File: config.mk
export PLATFORM = sky130hd
export DESIGN_NAME = dar_fifo
export DESIGN_NICKNAME = d
export VERILOG_FILES = /design/src/dar_fifo.sv
export SDC_FILE = /design/constraint.sdc
export NUM_CORES = 1
export LEC_CHECK = 0
export BUFFER_PORTS_ARGS = -buffer_cell sky130_fd_sc_hd__buf_2
export CELL_PAD_IN_SITES_DETAIL_PLACEMENT = 1
export CELL_PAD_IN_SITES_GLOBAL_PLACEMENT = 1
export CORE_ASPECT_RATIO = 1.2
export CORE_UTILIZATION = 43
export CTS_BUF_LIST = sky130_fd_sc_hd__clkbuf_16
export CTS_CLUSTER_SIZE = 8
export DETAILED_ROUTE_END_ITERATION = 10
export PLACE_DENSITY = 0.83
export SLEW_MARGIN = 40
export SYNTH_ARGS = -nofsm -noshare
export SYNTH_HDL_FRONTEND = slang
export SYNTH_SLANG_ARGS = --single-unit
File: constraint.sdc
create_clock -name clk -period 3.9 [get_ports clk]
set_input_delay 1.17 -clock clk [delete_from_list [all_inputs] [get_ports clk]]
set_output_delay 1.17 -clock clk [all_outputs]
set_load 0.02 [all_outputs]
File: src/dar_fifo.sv
`timescale 1ns / 1ps
// ----------------------------------------------------------------------------
// dar_fifo: short queue between front and back
// Flop based, count tracked, push and pop in the same cycle allowed.
// ----------------------------------------------------------------------------
module dar_fifo #(
	parameter int WIDTH = 8,
	parameter int DEPTH = 4,
	localparam int PW = (DEPTH > 1) ? $clog2(DEPTH) : 1,
	localparam int CW = $clog2(DEPTH + 1)
) (
	input  logic             clk,
	input  logic             arst_n,
	input  logic             push,
	input  logic [WIDTH-1:0] wdata,
	output logic             full,
	input  logic             pop,
	output logic [WIDTH-1:0] rdata,
	output logic             empty
);

	logic [WIDTH-1:0] mem_q [DEPTH];
	logic [PW-1:0]    wr_q, rd_q;
	logic [CW-1:0]    cnt_q;

	assign full  = (cnt_q == CW'(DEPTH));
	assign empty = (cnt_q == '0);
	assign rdata = mem_q[rd_q];

	always_ff @(posedge clk or negedge arst_n) begin
		if (!arst_n) begin
			wr_q  <= '0;
			rd_q  <= '0;
			cnt_q <= '0;
		end else begin
			if (push) begin
				wr_q <= (wr_q == PW'(DEPTH - 1)) ? '0 : wr_q + 1'b1;
			end
			if (pop) begin
				rd_q <= (rd_q == PW'(DEPTH - 1)) ? '0 : rd_q + 1'b1;
			end
			if (push && !pop) begin
				cnt_q <= cnt_q + 1'b1;
			end else if (pop && !push) begin
				cnt_q <= cnt_q - 1'b1;
			end
		end
	end

	always_ff @(posedge clk) begin
		if (push) begin
			mem_q[wr_q] <= wdata;
		end
	end

endmodule

# After elaboration in Yosys (flattened, before gate mapping)
# Memory sizes are Yosys's and may differ from the RTL's.
# Cells that the tools add are included.
# totals
reg_bits	7
mem_bits_rw	32
inputBits	12
out_inout_bits	10
mem_count	1
# classes
n_addsub	4
eq_ne	3
muxes	6
n_reduce_logical	6
# memory_table
memory	words	width	read_ports	rd_clocked_by_memory_dff	wr	line_no	text
mem_q	4	8	1	0	1	22	logic [WIDTH-1:0] mem_q [DEPTH];
# op_table
op	count
$mux W3	2
$add A2 B1 Y2 const B	2
$eq A2 B2 Y1 const B	2
$mux W2	2
$add A3 B1 Y3 const B	1
$eq A3 B3 Y1 const B	1
$logic_not A3 Y1	1
$sub A3 B1 Y3 const B	1
$logic_and A1 B1 Y1	2
$logic_not A1 Y1	2
$mux W1	2
$reduce_bool A2 Y1	1

# Logic depth before layout (Yosys ltp)
# Gate-level depths: netlist (run 1).
# logic_depth
ltp_word	4
ltp_mapped	7
ltp_nobuf	7

# Worst setup path before layout (run 1)
# Ideal clock, no wire load.
# synth_timing
path_type	input to register
from	in pop
to	reg cnt_q[2]
setup_time_ps	79
t_arrival_ps	2199
required_ps	3821
slack_ps	1622
cell_stages	7
path_cell_list	inv_1 > ha_1 > inv_1 > fa_1 > xor2_1 > nor2_1 > xor2_1
# synth_between
elab_chain_len	3
word_cells_on_any_way	5
# synth_lines
item	line_no	text
from (decl)	17	input logic pop,
$logic_not A1 Y1	42	if (push && !pop) begin
$logic_and A1 B1 Y1	42	
$mux W3 / $reduce_bool A2 Y1 (equally long branches)	n/a	
to (signal assigned)	43	cnt_q <= cnt_q + 1'b1;
to (signal assigned)	45	cnt_q <= cnt_q - 1'b1;
to (decl)	24	logic [CW-1:0] cnt_q;
# Parallel ways exist; a longest one is shown, timed or not.
# A chain may end at the register's enable or synchronous reset.

# Worst setup path after layout (run 1)
# layout_timing
from	reg rd_q[0]
to	out rdata[0]
# layout_between
elab_chain_len	1
# layout_lines
item	line_no	text
from (decl)	23	logic [PW-1:0] wr_q, rd_q;
from (signal assigned)	40	rd_q <= (rd_q == PW'(DEPTH - 1)) ? '0 : rd_q + 1'b1;
$mem_v2 Z4 W8	n/a	
to (decl)	18	output logic [WIDTH-1:0] rdata,
# Every way passes these cells.

==> reports/metrics.csv, run 1 <==
metric,value,unit
synth_top_area_cell,edfxtp_1,
yosysWarnings,0,
via_per_inst,5.53,
violations,DRC,
start_kind,register,
endpoint_kind,primary output,
min_path_type,reg -> reg,
cts_buffers,5,
synthAdderAreaFrac,0.0607,
slew_viol_final,0,
crit_path_max_incr_delay,0.71,ns
maxCapViolCount,0,
antenna_found_initial,0,
seqCellArea,0.00114,sq mm
finalSetupViolCount,0,
hold_viol,0,
pwr-share-comb,0.270,
met3_usage,0.0454,
p_int,0.957,mW
ys_seq_area_frac,0.725,
nNetsFinal,124,
period_needed,2.92,ns
syn_area_per_cell,19.8,sq um
synth_mux_area_frac,0.129,
irDropWorstVdd,359,uV
yosys.area_share.xor_xnor,0.0168,
worst_slew_pin_slew,0.589,ns
drive_gt1_frac,0.358,
clock_power_share,0.272,
clock.fmax,0.343,GHz
first_iter_violations,35,
grt_pass1_wl,4.37,mm
fin_skew,0.00396,ns
syn_inst,79,
synth_top_family_by_area,multiplexers,
power.share.sequential,0.458,
first_pass_iters,7,
top_usage_layer,met2,
gr-usage-met1,0.175,
cp_top_family,flip-flops,
synth-compound-area-share,0.0120,
ys_ff_latch,39,
cts_buffer_depth,2,
p_leak,0.710,nW
worst_slew_margin_rel,0.607,
p_per_area,751,mW/mm^2
post_drt_wl_per_cell,18.8,um
dpl_cell_area,0.00170,sq mm
swShare,0.308,
htree_levels,2,
synthTopCellsByArea,"edfxtp_1 (61%), mux4_2 (11%), dfrtp_1 (11%), ha_1 (4.8%), and2_1 (1.6%)",
path_cells,"mux4_2, buf_2",
gp_routability_congestion,0.660,
cp.required,2.73,ns
worstSkewPairLatency,0.28,ns
grt_use_total,0.164,
critPathKind,reg -> out,
die_h,68.1,um
net-switching-power,0.425,mW
cts_tree,built,
core,0.00342,sq mm
synth_fp_nets,98,
synth.distinct_cells,18,
syn-cell-area,0.00157,sq mm
path_clk_slew,0.05,ns
routed_wl,2.68,mm
grt_max_degree,12,
die_area,0.00389,sq mm
post-cts-setup-buffers,0,
multiInputGateArea,400,sq um
die_x,57.1,um
cts.sinks,39,
power,1.38,mW
utilization,0.537,
grt_pass1_vias,886,
finalCritPeriodShare,0.748,
tns,0,ns
yosysTopAreaCellShare,0.613,
area_delta_synth_final,17.4,%
synthArstFlopShare,0.179,
critPathMaxFanout,11,
cp_num_buf_inv,1,
drc,6,
ctsResizeCount,0,
synth_ff_type,edfxtp_1,
n_fill_cell,318,
yosys.area_share.simple,0.0367,
dp_slack,1.23,ns
grt-ovfl-total,0,
initial_core_util,0.458,
status,"complete, but fails checks",
rows,23,
ant_nets,0,
pin_count,22,
root_buffer,clkbuf_16,
use_met2,0.299,
vias,791,
critPathArrivalTime,1.75,ns
fin_ws,0.982,ns
num_antenna_cells,0,
synth-edff-count,32,
numPortBuffers,21,
ctsHoldBuffers,0,
slowest_stage,dfrtp_1,
dp_hpwl,1.93,mm
postLayoutCellArea,0.00184,sq mm
rsz0062_at_grt,no,
==> cell usage in the layout (no fill, tap or decap) <==
cell       netlist  layout
mux2_2           2       2
clkbuf_16        0       5
mux4_2           8       8
nand2_1          2       2
xor2_1           2       2
fa_1             1       1
edfxtp_1        32      32
buf_2            1      21
o21ai_0          2       2
clkinv_2         0       1
nor2_1           2       2
xnor2_1          1       1
ha_1             6       6
nor3b_1          1       1
a21o_2           1       1
inv_1            4       6
and2_1           4       4
nor3_1           2       2
dfrtp_1          7       7
==> synthesized netlist by cell type, drive strengths merged, types with 4 or more instances <==
cell	count
mux4	8
inv	4
ha	6
edfxtp	32
and2	4
dfrtp	7
==> worst paths after layout <==
check / from / end / slack (ns) / cells after the start
hold reg to reg: cnt_q[2]$_DFFE_PN0P_ / cnt_q[2]$_DFFE_PN0P_ / 0.49 / 1
setup reg to reg: rd_q[0]$_DFFE_PN0P_ / rd_q[1]$_DFFE_PN0P_ / 2.49 / 2
hold / removal: cnt_q[2]$_DFFE_PN0P_ / cnt_q[2]$_DFFE_PN0P_ / 0.49 / 1
max in group asynchronous: arst_n / rd_q[0]$_DFFE_PN0P_ / 3.02 / 1
min in group asynchronous: arst_n / cnt_q[2]$_DFFE_PN0P_ / 0.72 / 1
setup / recovery: rd_q[0]$_DFFE_PN0P_ / rdata[0] / 0.98 / 2
==> metal layers <==
metal,vias up,routed length (um)
li1,355,-
met1,410,1050
met2,20,1470
met3,6,120
met4,0,46
met5,-,0
==> layout make-up <==
type                       count  area share
clock buffer                   5      0.0680
clock inverter                 3     0.00680
inverter                       4     0.00816
multi-input combinational     34       0.218
sequential                    39       0.617
tap                           37      0.0252
timing repair buffer          21      0.0571
==> registers in the layout, indices dropped and copies added (netlist names) <==
signal and flops:
mem_q 32, cnt_q 3, rd_q 2, wr_q 2
==> logic make-up (layout without fill, tap and decap cells) <==
group,Yosys count,count (layout)
flops,39,39
compound gates,3,3
fa+ha+maj,7,7
xor+xnor,3,3
simple gates,11,11
buf+inv,6,33
mux,10,10
==> power groups by stage <==
stage | sequential, mW | clock (mW) | combinational [mW]
4_1_cts | 0.638 | 0.385 | 0.383
5_1_grt | 0.651 | 0.400 | 0.409
3_3_place_gp | 0.636 | 0 | 0.359
3_5_place_dp | 0.646 | 0 | 0.381
2_1_floorplan | 0.589 | 0 | 0.317
6_report | 0.633 | 0.375 | 0.373
==> through the flow <==
stage / std cells / hold slack, ns
2_1_floorplan: 79 / 0.456
3_3_place_gp: 135 / 0.475
3_5_place_dp: 135 / 0.481
4_1_cts: 143 / 0.495
5_1_grt: 143 / 0.527
6_report: 143 / 0.494
==> worst register-to-register path, stage by stage (launching register included) <==
cell and delay, ns:
dfrtp_1 0.71, ha_1 0.33, mux2_2 0.26
(Power assumes the default switching activity.)
==> run 2: changes to the inputs <==
- PLACE_DENSITY: 0.83 -> 0.86
- clock period: 3.9 -> 2.65 ns (I/O delays scaled with it)
==> reports/metrics.csv, run 2 (same netlist as run 1, synthesis figures left out) <==
metric,value,unit
area_delta_synth_final,20.0,%
crit_path_max_incr_delay,0.51,ns
final_cells,145,
maxCapViolCount,0,
slowest_stage,mux4_2,
power.share.sequential,0.417,
grt_pass1_vias,896,
period_needed,2.27,ns
core,0.00342,sq mm
p_int,1.53,mW
grt_use_total,0.153,
swShare,0.293,
worstSkewPairLatency,0.27,ns
clock_power_share,0.300,
first_pass_iters,9,
start_kind,register,
drc,6,
biggestRegsByFlops,"mem_q x32, cnt_q x3",
ctsResizeCount,0,
grt_pass1_wl,4.20,mm
rsz0062_at_grt,no,
num_antenna_cells,0,
cp.required,1.86,ns
routed_wl,2.65,mm
fin_skew,0.00321,ns
grt-ovfl-total,0,
grt_max_degree,13,
root_buffer,clkbuf_16,
critPathKind,reg -> out,
die_area,0.00389,sq mm
drive_gt1_frac,0.380,
ant_nets,0,
cts.sinks,39,
layout_commonest_cell,edfxtp_1,
violations,DRC,
post-cts-setup-buffers,0,
largest_reg_flops,32,
dpl_cell_area,0.00172,sq mm
endpoint_kind,primary output,
worst_slew_pin_slew,0.454,ns
tns,0,ns
p_leak,0.725,nW
die_h,68.1,um
status,"complete, but fails checks",
cts_buffer_depth,2,
ctsHoldBuffers,0,
layout_common_cells,"edfxtp_1 (32), buf_2 (21), mux4_2 (8)",
vias,764,
critPathArrivalTime,1.47,ns
rows,23,
largest-register,mem_q,
finalCritPeriodShare,0.855,
path_clk_slew,0.06,ns
slew_viol_final,0,
postLayoutCellArea,0.00188,sq mm
initial_core_util,0.458,
nNetsFinal,126,
power,2.16,mW
finalSetupViolCount,0,
dp_slack,0.471,ns
hold_viol,0,
net-switching-power,0.634,mW
worst_slew_margin_rel,0.697,
p_per_area,1150,mW/mm^2
die_x,57.1,um
fin_ws,0.384,ns
critPathMaxFanout,6,
pin_count,22,
dp_hpwl,1.99,mm
min_path_type,in -> async,
pwr-share-comb,0.283,
post_drt_wl_per_cell,18.3,um
irDropWorstVdd,544,uV
first_iter_violations,22,
cts_tree,built,
holdWs,0.346,ns
path_cells,"buf_4, mux4_2, buf_2",
cts_buffers,5,
gp_routability_congestion,0.627,
utilization,0.550,
htree_levels,2,
via_per_inst,5.27,
placedCellCount,137,
numPortBuffers,21,
antenna_found_initial,0,
clock.fmax,0.441,GHz
-- run 2: cell types whose count changed in the layout (fill, tap and decap cells not counted), sizes merged --
cell and change:
buf +2, inv -2, bufinv +1, clkinv +1
-- run 2: path summary, 6_finish.rpt --
path	end	slack (ns)	from	cells past startpoint
min in group clk	cnt_q[2]$_DFFE_PN0P_	0.51	cnt_q[2]$_DFFE_PN0P_	1
hold / removal	cnt_q[0]$_DFFE_PN0P_	0.35	arst_n	1
setup reg to reg	mem_q[1][6]$_DFFE_PP_	1.22	wr_q[1]$_DFFE_PN0P_	3
max in group asynchronous	wr_q[1]$_DFFE_PN0P_	2.14	arst_n	1
setup / recovery	rdata[0]	0.38	rd_q[0]$_DFFE_PN0P_	3
hold reg to reg	cnt_q[2]$_DFFE_PN0P_	0.51	cnt_q[2]$_DFFE_PN0P_	1
-- run 2: area by class of cell --
class	instances	area, sq um
Clock buffer	5	125
Timing Repair Buffer	23	120
Clock inverter	3	38.8
Tap cell	37	46.3
Inverter	4	15.0
Fill cell	317	1540
Sequential cell	39	1140
Multi-Input combinational cell	34	400
-- run 2: power by group through the flow --
stage	Sequential [mW]	Combinational (mW)	Clock (mW)
after detailed placement	0.916	0.626	0
after global routing	0.917	0.669	0.684
after CTS	0.906	0.625	0.658
after global placement	0.902	0.582	0
after floorplan	0.868	0.467	0
final	0.901	0.612	0.649
-- run 2: layer usage --
layer / global-route usage / wire length (um) / share of wire / up-vias
met4: 0.0488 / 16 / 0.0060 / 0
li1: - / - / - / 357
met5: 0 / 0 / 0 / -
met3: 0.0359 / 102 / 0.038 / 2
met2: 0.306 / 1520 / 0.57 / 21
met1: 0.156 / 1020 / 0.38 / 384
-- run 2: critical path, delay by kind of cell (launching register included) --
family	cells	cell delay, ns
DFF	1	0.34
buffers and inverters	2	0.34
muxes	1	0.51
