**src/dar_pkg.sv**
```systemverilog
`timescale 1ns / 1ps
// ----------------------------------------------------------------------------
// dar_pkg: shared definitions for the deadband archive ring
// Field widths, register indexes, deadband mode codes and the item types
// passed between the front, the queue and the back.
// ----------------------------------------------------------------------------
package dar_pkg;

	localparam int RING_DEPTH_DEF = 1024;

	localparam int VAL_W      = 48;
	localparam int SEC_W      = 32;
	localparam int NSEC_W     = 30;
	localparam int SEV_W      = 2;
	localparam int MODE_W     = 3;
	localparam int PCT_W      = 15;
	localparam int MASK_W     = 16;
	localparam int FRAC_W     = 16;
	localparam int CFG_IDX_W  = 3;
	localparam int CFG_DATA_W = 48;

	localparam int IN_BITS = VAL_W + SEV_W + 1 + SEC_W + NSEC_W + 1;
	localparam int IN_W    = ((IN_BITS + 7) / 8) * 8;

	localparam int DIFF_W = VAL_W;
	localparam int PROD_W = VAL_W + PCT_W;

	localparam int FIFO_DEPTH = 4;
	localparam int ENTRY_W    = VAL_W + SEC_W + NSEC_W + SEV_W;

	// relative band test: diff * 100 * 256 > |last| * pct(Q7.8)
	localparam logic [PCT_W-1:0] BAND_SCALE = 15'd25600;

	localparam logic [SEV_W-1:0] SEV_INVALID = 2'd3;

	localparam logic [MODE_W-1:0] MODE_ABS     = 3'd0;
	localparam logic [MODE_W-1:0] MODE_REL     = 3'd1;
	localparam logic [MODE_W-1:0] MODE_ABS_AND = 3'd2;
	localparam logic [MODE_W-1:0] MODE_ABS_OR  = 3'd3;
	localparam logic [MODE_W-1:0] MODE_ANY     = 3'd4;
	localparam logic [MODE_W-1:0] MODE_ALWAYS  = 3'd5;
	localparam logic [MODE_W-1:0] MODE_NEVER   = 3'd6;

	localparam logic [CFG_IDX_W-1:0] REG_MODE      = 3'd0;
	localparam logic [CFG_IDX_W-1:0] REG_ABS_BAND  = 3'd1;
	localparam logic [CFG_IDX_W-1:0] REG_REL_PCT   = 3'd2;
	localparam logic [CFG_IDX_W-1:0] REG_BIT_MASK  = 3'd3;
	localparam logic [CFG_IDX_W-1:0] REG_MAX_QUIET = 3'd4;
	localparam logic [CFG_IDX_W-1:0] REG_SNAP_INT  = 3'd5;

	typedef struct packed {
		logic [MODE_W-1:0] mode;
		logic [VAL_W-1:0]  abs_band;
		logic [PCT_W-1:0]  rel_pct;
		logic [MASK_W-1:0] bit_mask;
		logic [SEC_W-1:0]  max_quiet;
		logic [SEC_W-1:0]  snap_interval;
	} dar_cfg_t;

	// decided item, front to back
	typedef struct packed {
		logic              archived;
		logic [VAL_W-1:0]  value;
		logic [SEC_W-1:0]  seconds;
		logic [NSEC_W-1:0] nanoseconds;
		logic [SEV_W-1:0]  severity;
		logic              flush;
	} dar_item_t;

endpackage

```
**src/dar_ram.sv**
```systemverilog
`timescale 1ns / 1ps
// ----------------------------------------------------------------------------
// dar_ram: generic single write port RAM
// One write port, one read port with registered read data.
// ----------------------------------------------------------------------------
module dar_ram #(
	parameter int WIDTH = 8,
	parameter int DEPTH = 16,
	localparam int AW = (DEPTH > 1) ? $clog2(DEPTH) : 1
) (
	input  logic             clk,
	input  logic             we,
	input  logic [AW-1:0]    waddr,
	input  logic [WIDTH-1:0] wdata,
	input  logic             re,
	input  logic [AW-1:0]    raddr,
	output logic [WIDTH-1:0] rdata
);

	logic [WIDTH-1:0] mem_q [DEPTH];

	always_ff @(posedge clk) begin
		if (we) begin
			mem_q[waddr] <= wdata;
		end
		if (re) begin
			rdata <= mem_q[raddr];
		end
	end

endmodule

```
**src/dar_back.sv**
```systemverilog
`timescale 1ns / 1ps
// ----------------------------------------------------------------------------
// dar_back: ring write, fill tracking and snapshot flag
// Takes decided items from the queue, writes archived ones to the ring and
// holds the result in an output register.
// ----------------------------------------------------------------------------
module dar_back #(
	parameter int RING_DEPTH = dar_pkg::RING_DEPTH_DEF,
	localparam int IW = (RING_DEPTH > 1) ? $clog2(RING_DEPTH) : 1,
	localparam int FW = $clog2(RING_DEPTH + 1)
) (
	input  logic                      clk,
	input  logic                      arst_n,
	input  dar_pkg::dar_cfg_t         cfg,
	input  logic                      item_valid,
	output logic                      item_pop,
	input  dar_pkg::dar_item_t        item,
	output logic                      res_valid,
	input  logic                      res_ready,
	output logic                      res_archived,
	output logic [IW-1:0]             res_index,
	output logic [FW-1:0]             res_fill,
	output logic                      res_snapshot,
	output logic [dar_pkg::VAL_W-1:0] res_value
);
	import dar_pkg::*;

	localparam logic [IW-1:0] LAST_IDX = IW'(RING_DEPTH - 1);
	localparam logic [IW-1:0] HALF_IDX = IW'(RING_DEPTH / 2);

	logic [IW-1:0]    idx_q;
	logic [FW-1:0]    used_q;
	logic [SEC_W-1:0] lst_q;
	logic             valid_q;

	logic [IW-1:0] next_idx;
	logic [FW-1:0] next_used;
	logic          snap_point;
	logic          snap;

	assign item_pop  = item_valid && (!valid_q || res_ready);
	assign next_idx  = !item.archived ? idx_q : ((idx_q == LAST_IDX) ? '0 : idx_q + 1'b1);
	assign next_used = (item.archived && used_q != FW'(RING_DEPTH)) ? used_q + 1'b1 : used_q;
	assign snap_point = (next_idx == '0) || (next_idx == HALF_IDX) ||
	                    ((item.seconds - lst_q) >= cfg.snap_interval);
	assign snap       = snap_point || item.flush;

	always_ff @(posedge clk or negedge arst_n) begin
		if (!arst_n) begin
			idx_q   <= LAST_IDX;
			used_q  <= '0;
			lst_q   <= '0;
			valid_q <= 1'b0;
		end else begin
			if (item_pop) begin
				idx_q  <= next_idx;
				used_q <= next_used;
				if (snap_point) begin
					lst_q <= item.seconds;
				end
				valid_q <= 1'b1;
			end else if (res_ready) begin
				valid_q <= 1'b0;
			end
		end
	end

	always_ff @(posedge clk) begin
		if (item_pop) begin
			res_archived <= item.archived;
			res_index    <= next_idx;
			res_fill     <= next_used;
			res_snapshot <= snap;
			res_value    <= item.value;
		end
	end

	assign res_valid = valid_q;

	dar_ram #(
		.WIDTH(ENTRY_W),
		.DEPTH(RING_DEPTH)
	) u_ring (
		.clk  (clk),
		.we   (item_pop && item.archived),
		.waddr(next_idx),
		.wdata({item.value, item.seconds, item.nanoseconds, item.severity}),
		.re   (1'b0),
		.raddr('0),
		.rdata()
	);

endmodule

```
**config.mk**
```make
export PLATFORM = sky130hd
export DESIGN_NAME = dar_back
export DESIGN_NICKNAME = d
export VERILOG_FILES = /design/src/dar_pkg.sv /design/src/dar_ram.sv /design/src/dar_back.sv
export SDC_FILE = /design/constraint.sdc
export NUM_CORES = 1
export LEC_CHECK = 0
export ABC_AREA = 1
export BUFFER_PORTS_ARGS = -buffer_cell sky130_fd_sc_hd__buf_4
export CORE_ASPECT_RATIO = 0.9
export CORE_MARGIN = 2
export CORE_UTILIZATION = 40
export DETAILED_ROUTE_END_ITERATION = 10
export MAX_ROUTING_LAYER = met4
export PLACE_DENSITY = 0.69
export SLEW_MARGIN = 20
export SYNTH_ARGS = -nofsm -noshare
export SYNTH_HDL_FRONTEND = slang
export SYNTH_SLANG_ARGS = --single-unit
export TNS_END_PERCENT = 5
```
**constraint.sdc**
```tcl
create_clock -name clk -period 3.9 [get_ports clk]
set_input_delay 0.39 -clock clk [delete_from_list [all_inputs] [get_ports clk]]
set_output_delay 0.39 -clock clk [all_outputs]
set_load 0.1 [all_outputs]
```
* After elaboration in Yosys (flattened, before gate mapping)
Index checks and enable logic that the tools add are counted.
Storage, ports and cells: flip-flop bits (word level) 125, latch bits 0, memory bits (writable) 0, memory bits (read-only) 0, input port bits 264, output and inout bits 73, memories 0
Cells by class: add/sub/neg operators 3, multiply operators 0, div/mod/pow operators 0, magnitude comparators 1, eq/ne operators 3, shifts and indexed selects 0, muxes and demuxes 5, bitwise logic cells 0, reduce and logical (&&, ||, !) cells 10
Operators with widths (count):
- greater-or-equal comparator 32 bit | 1
- subtractor 32 bit | 1
- == test 10 bit, second input constant | 2
- two-way mux 10 bit | 2
- adder 11 x 1 -> 11 bit, second input constant | 1
- two-way mux 11 bit | 1
- != test 11 bit, second input constant | 1
- adder 10 x 1 -> 10 bit, second input constant | 1
- logical NOT 10 bit | 1
- logical OR 1 bit | 4
- logical AND 1 bit | 2
- two-way mux 1 bit | 2
- AND reduction 2 bit | 1
- nonzero test 2 bit | 1
- logical NOT 1 bit | 1

* Longest topological paths before layout
word-level depth 7, depth in mapped cells 25, mapped depth without buffers 24

* Worst setup path after synthesis
No wires, ideal clock.
kind flip-flop to flip-flop, start register valid_q (netlist: res_valid), end register res_archived, enable pin, arrival 4.511 ns, required time 3.398 ns, path slack -1.112 ns, cell stages (with the launch flop) 6, path buffers 2, clock period less this slack 5.012 ns, cell sequence dfrtp_1 > nand2_1 > nand2_1 > inv_1 > clkbuf_1 > clkbuf_1
On the way: longest elaborated chain between the ends 3
RTL lines:
- start: declaration | line dar_back.sv:34 | logic valid_q;
- start signal: assignment | line dar_back.sv:53 | valid_q <= 1'b0;
- start signal: assignment | line dar_back.sv:61 | valid_q <= 1'b1;
- start signal: assignment | line dar_back.sv:63 | valid_q <= 1'b0;
- logical NOT 1 bit | line dar_back.sv:41 | assign item_pop = item_valid && (!valid_q || res_ready);
- logical OR 1 bit | line dar_back.sv:41
- logical AND 1 bit | line dar_back.sv:41
- named net item_pop | line dar_back.sv:16 | output logic item_pop,
- end signal: assignment | line dar_back.sv:70 | res_archived <= item.archived;
- end: declaration | line dar_back.sv:20 | output logic res_archived,
The timed path passes the listed nets, and every way through them passes these cells. A chain may end at the register's enable or synchronous reset.

* Worst setup path in the final report
start register lst_q[0], end register res_snapshot, data pin
On the way: longest elaborated chain between the ends 4
RTL lines:
- start: declaration | line dar_back.sv:33 | logic [SEC_W-1:0] lst_q;
- start signal: assignment | line dar_back.sv:59 | lst_q <= item.seconds;
- subtractor 32 bit | line dar_back.sv:45 | ((item.seconds - lst_q) >= cfg.snap_interval);
- greater-or-equal comparator 32 bit | line dar_back.sv:45
- logical OR 1 bit | line dar_back.sv:44 | assign snap_point = (next_idx == '0) || (next_idx == HALF_IDX) ||
- logical OR 1 bit | line dar_back.sv:46 | assign snap = snap_point || item.flush;
- named net snap | line dar_back.sv:39 | logic snap;
- end signal: assignment | line dar_back.sv:73 | res_snapshot <= snap;
- end: declaration | line dar_back.sv:23 | output logic res_snapshot,
The timed path passes the listed nets, and every way through them passes these cells.

==> reports/results.env <==
STATUS='completed'
GRT_FIRST_PASS_WIRELENGTH_UM=30400
STD_CELL_ROWS=48
DIE_OUTLINE_HEIGHT_UM=136
CRITICAL_PATH_ARRIVAL_PS=3780
MAXSLEWVIOLCOUNT=0
TOTALNEGATIVESETUPSLACK_PS=0
CORE_AREA_UM2=19000
DRT_PRE_ANTENNA_ITERS=5
LAYOUT_COMMON_CELLS='sky130_fd_sc_hd__buf_4 (200), sky130_fd_sc_hd__nand2_1 (189), sky130_fd_sc_hd__inv_1 (132)'
GRT.MET2_USAGE=0.339
CLOCK_TREE_FROM_TRITONCTS='built'
DPL.CELL_COUNT=1326
WORST_SKEW_PAIR.LATE_LATENCY_PS=420
CP-END-KIND='flop'
LAYOUT_COMMONEST_CELL='sky130_fd_sc_hd__buf_4'
NETLIST.AREA_LEADER.SHARE=0.276
R2R-START='lst_q[0]$_DFFE_PN0P_'
PERIOD_MINUS_SLACK_PS=3610
POST_CTS.REPAIR.SETUP_BUFFERS=0
IO_PINS=337
SYNTH-WARNING-COUNT=0
GRT_MAX_DEGREE=55
TIMING.MAX_SLEW.REL_SLACK=0.487
DRT.ANTENNA.VIOLATING_NETS=0
WORST_SETUP_PATH_STARTPOINT='lst_q[0]$_DFFE_PN0P_'
SYNTH_SEQ_AREA_SHARE=0.453
SYN_INST=886
CTS-BUFFERS-INSERTED=17
ROUTE.DETAILED.WL_PER_INST_UM=14.5
GRT_USE_TOTAL=0.199
DIE_WIDTH_UM=150
PATH_MAX_FANOUT=4
USE_MET1=0.237
GRT-OVFL-TOTAL=0
SYNTHESIS.AREA_PER_INSTANCE_UM2=8.72
FINALWEIGHTEDCONGESTION=0.918
TOP_USAGE_LAYER='met2'
SYNTH_TOP_CELLS_BY_AREA='sky130_fd_sc_hd__edfxtp_1 (28%), sky130_fd_sc_hd__dfrtp_1 (14%), sky130_fd_sc_hd__ha_1 (11%)'
VIA_COUNT=6568
VIAS_IN_THE_FIRST_GLOBAL_ROUTE=6221
FIN_AREA_UM2=10100
FINAL-SETUP-VIOL-COUNT=0
CLASS_OF_THE_TIGHTEST_HOLD_OR_REMOVAL_CHECK='in2async'
FLOW.AREA_GROWTH_FROM_SYNTHESIS_PCT=30.8
CAP_VIOLATIONS=0
HOLD_WS_PS=2.81
ANTENNA_FOUND_INITIAL=0
CRIT_REQUIRED_PS=4070
FINALHOLDVIOLATIONS=0
STARTPOINT_TYPE='flop'
INITIAL_CORE_UTIL=0.406
HPWL_AFTER_DETAILED_PLACEMENT_UM=15500
FMAXACHIEVABLE_MHz=277
DRC_ERRORS=0
FINAL_CRITICAL_PATH_SHARE_OF_THE_CLOCK_PERIOD=0.926
PLACED_AREA_UM2=9510
POST_DRT_VIA_CELL_RATIO=4.84
POSTSYNTHREGISTERBITS=125
TIMING_WORST_SLEW_PIN_VALUE_PS=769
ANTENNA_CELLS_INSERTED=0
CTS.ROOT.BUFFER_CELL='sky130_fd_sc_hd__clkbuf_16'
POWER.IR.VDD_WORST_uV=341
CTS.REPAIR.RESIZED=0
CLKSINKCOUNT=125
P_PER_AREA_nW_PER_UM2=755
GRT.MET3_USAGE=0.0389
FIN_WORST_SKEW_PS=11.4
YOSYSTOPAREACELL='sky130_fd_sc_hd__edfxtp_1'
LAYOUT-DRIVE-GT1-SHARE=0.275
LAYOUTNONFILLERINSTCOUNT=1358
POWER.LEAKAGE_nW=4.88
WORST_SETUP_HOLD_PATH_CLK_SLEW_PS=60
SYNTH_CELL_TYPE_COUNT=37
NETS=1426
MAPPEDNETLISTNETS=1217
LAYOUT.CORE_UTILIZATION=0.531
FLOORPLAN.DIE_AREA_UM2=20400
PORT-BUFFER-COUNT=190
GRT_SETUP_UNREPAIRED='no'
CTS-HTREE-LEVELS=4
CTS_HOLD_BUFFERS=0
DRT-INITIAL-DRC-COUNT=435
ROUTE.FINAL.WIRE_LENGTH_UM=19700
NETLIST_AREA_UM2=7720
MAX-CLOCK-PATH-BUFFERS=2
CRIT_TYPE='reg2reg'
-- final timing paths --
path	end	slack [ps]	cells past startpoint
worst max-delay path	res_snapshot$_DFFE_PP_	290	19
min in group clk	res_value[41]$_DFFE_PP_	140	1
worst min-delay path	lst_q[5]$_DFFE_PN0P_	3	1
max in group asynchronous	res_valid$_DFFE_PN0P_	3340	1
worst min register to register	lst_q[28]$_DFFE_PN0P_	480	2
worst max register to register	res_snapshot$_DFFE_PP_	290	19
-- Yosys cell counts --
cell	n
sky130_fd_sc_hd__nand2_1	189
sky130_fd_sc_hd__inv_1	133
sky130_fd_sc_hd__edfxtp_1	71
sky130_fd_sc_hd__ha_1	66
sky130_fd_sc_hd__a21oi_1	63
sky130_fd_sc_hd__o21ai_0	56
sky130_fd_sc_hd__nand3_1	52
sky130_fd_sc_hd__nor2_1	48
sky130_fd_sc_hd__dfrtp_1	44
sky130_fd_sc_hd__nand2_2	34
sky130_fd_sc_hd__xor2_1	29
sky130_fd_sc_hd__nand4_1	12
sky130_fd_sc_hd__nor3_1	11
sky130_fd_sc_hd__dfstp_2	10
sky130_fd_sc_hd__clkbuf_1	8
sky130_fd_sc_hd__xnor2_1	8
sky130_fd_sc_hd__a21o_1	5
sky130_fd_sc_hd__nor4_1	5
sky130_fd_sc_hd__o21a_1	5
sky130_fd_sc_hd__nand3_2	4
sky130_fd_sc_hd__o21bai_1	4
sky130_fd_sc_hd__a21oi_2	3
sky130_fd_sc_hd__buf_12	3
sky130_fd_sc_hd__buf_4	3
sky130_fd_sc_hd__inv_2	3
sky130_fd_sc_hd__nor2_4	3
sky130_fd_sc_hd__or2_2	3
sky130_fd_sc_hd__nor2_2	2
sky130_fd_sc_hd__a211oi_1	1
sky130_fd_sc_hd__a31oi_1	1
sky130_fd_sc_hd__clkinv_1	1
sky130_fd_sc_hd__fa_1	1
sky130_fd_sc_hd__nand2_8	1
sky130_fd_sc_hd__nand3_4	1
sky130_fd_sc_hd__nand3b_1	1
sky130_fd_sc_hd__o2111ai_1	1
sky130_fd_sc_hd__o211ai_1	1
-- area by class of cell --
type,instances,area [um^2]
Inverter,137,517
Clock inverter,15,150
Clock buffer,17,425
Fill cell,1768,8940
Timing Repair Buffer,204,1580
Sequential cell,125,3500
Multi-Input combinational cell,610,3620
Tap cell,250,313
-- state kept, by name, indices dropped and copies added (netlist names) --
name and flops:
res_value 48, lst_q 32, res_fill 11, used_q 11, idx_q 10, res_index 10
res_archived 1, res_snapshot 1, res_valid 1
-- worst max-delay path, cell delays in order, from the launching register on --
cell                      delay [ps]
sky130_fd_sc_hd__dfrtp_1         360
sky130_fd_sc_hd__ha_1            150
sky130_fd_sc_hd__inv_1            50
sky130_fd_sc_hd__fa_1            390
sky130_fd_sc_hd__nand3_1         100
sky130_fd_sc_hd__nand2_1          90
sky130_fd_sc_hd__buf_4           160
sky130_fd_sc_hd__nand4_1          80
sky130_fd_sc_hd__nand3_1         220
sky130_fd_sc_hd__a21oi_2         200
sky130_fd_sc_hd__xor2_1          240
sky130_fd_sc_hd__ha_1            280
sky130_fd_sc_hd__nand2_1          60
sky130_fd_sc_hd__nor2_1           40
sky130_fd_sc_hd__nand2_1         100
sky130_fd_sc_hd__inv_1            50
sky130_fd_sc_hd__a21oi_1         210
sky130_fd_sc_hd__buf_4           170
sky130_fd_sc_hd__nand3_4         120
sky130_fd_sc_hd__or2_2           290
-- stage by stage --
stage	setup WS (ps)	total power [mW]
global placement	122	5.98
floorplan	452	5.04
finish	288	7.63
CTS	276	7.66
global route	0.643	8.26
detailed placement	88.3	6.07
-- cell families (layout without fill, tap and decap cells) --
logic type	after synthesis	after routing	share of synthesized area
xor+xnor	37	37	0.0420
compound gates	140	140	0.0980
simple gates	366	366	0.217
buf+inv	151	373	0.0812
fa+ha+maj	67	67	0.110
flops	125	125	0.453
-- layer usage --
metal	routed length (um)	share of wire
met1	8520	0.43
met2	9570	0.49
met3	1380	0.070
met4	246	0.012
met5	0	0
-- where the power goes --
| part | switching, mW | internal (mW) | leakage (nW) |
|---|---|---|---|
| combinational | 2.66 | 1.46 | 3.26 |
| sequential | 0.193 | 1.76 | 1.35 |
| clock | 0.661 | 0.898 | 0.276 |
No activity file was read; power rests on OpenSTA's default activity.
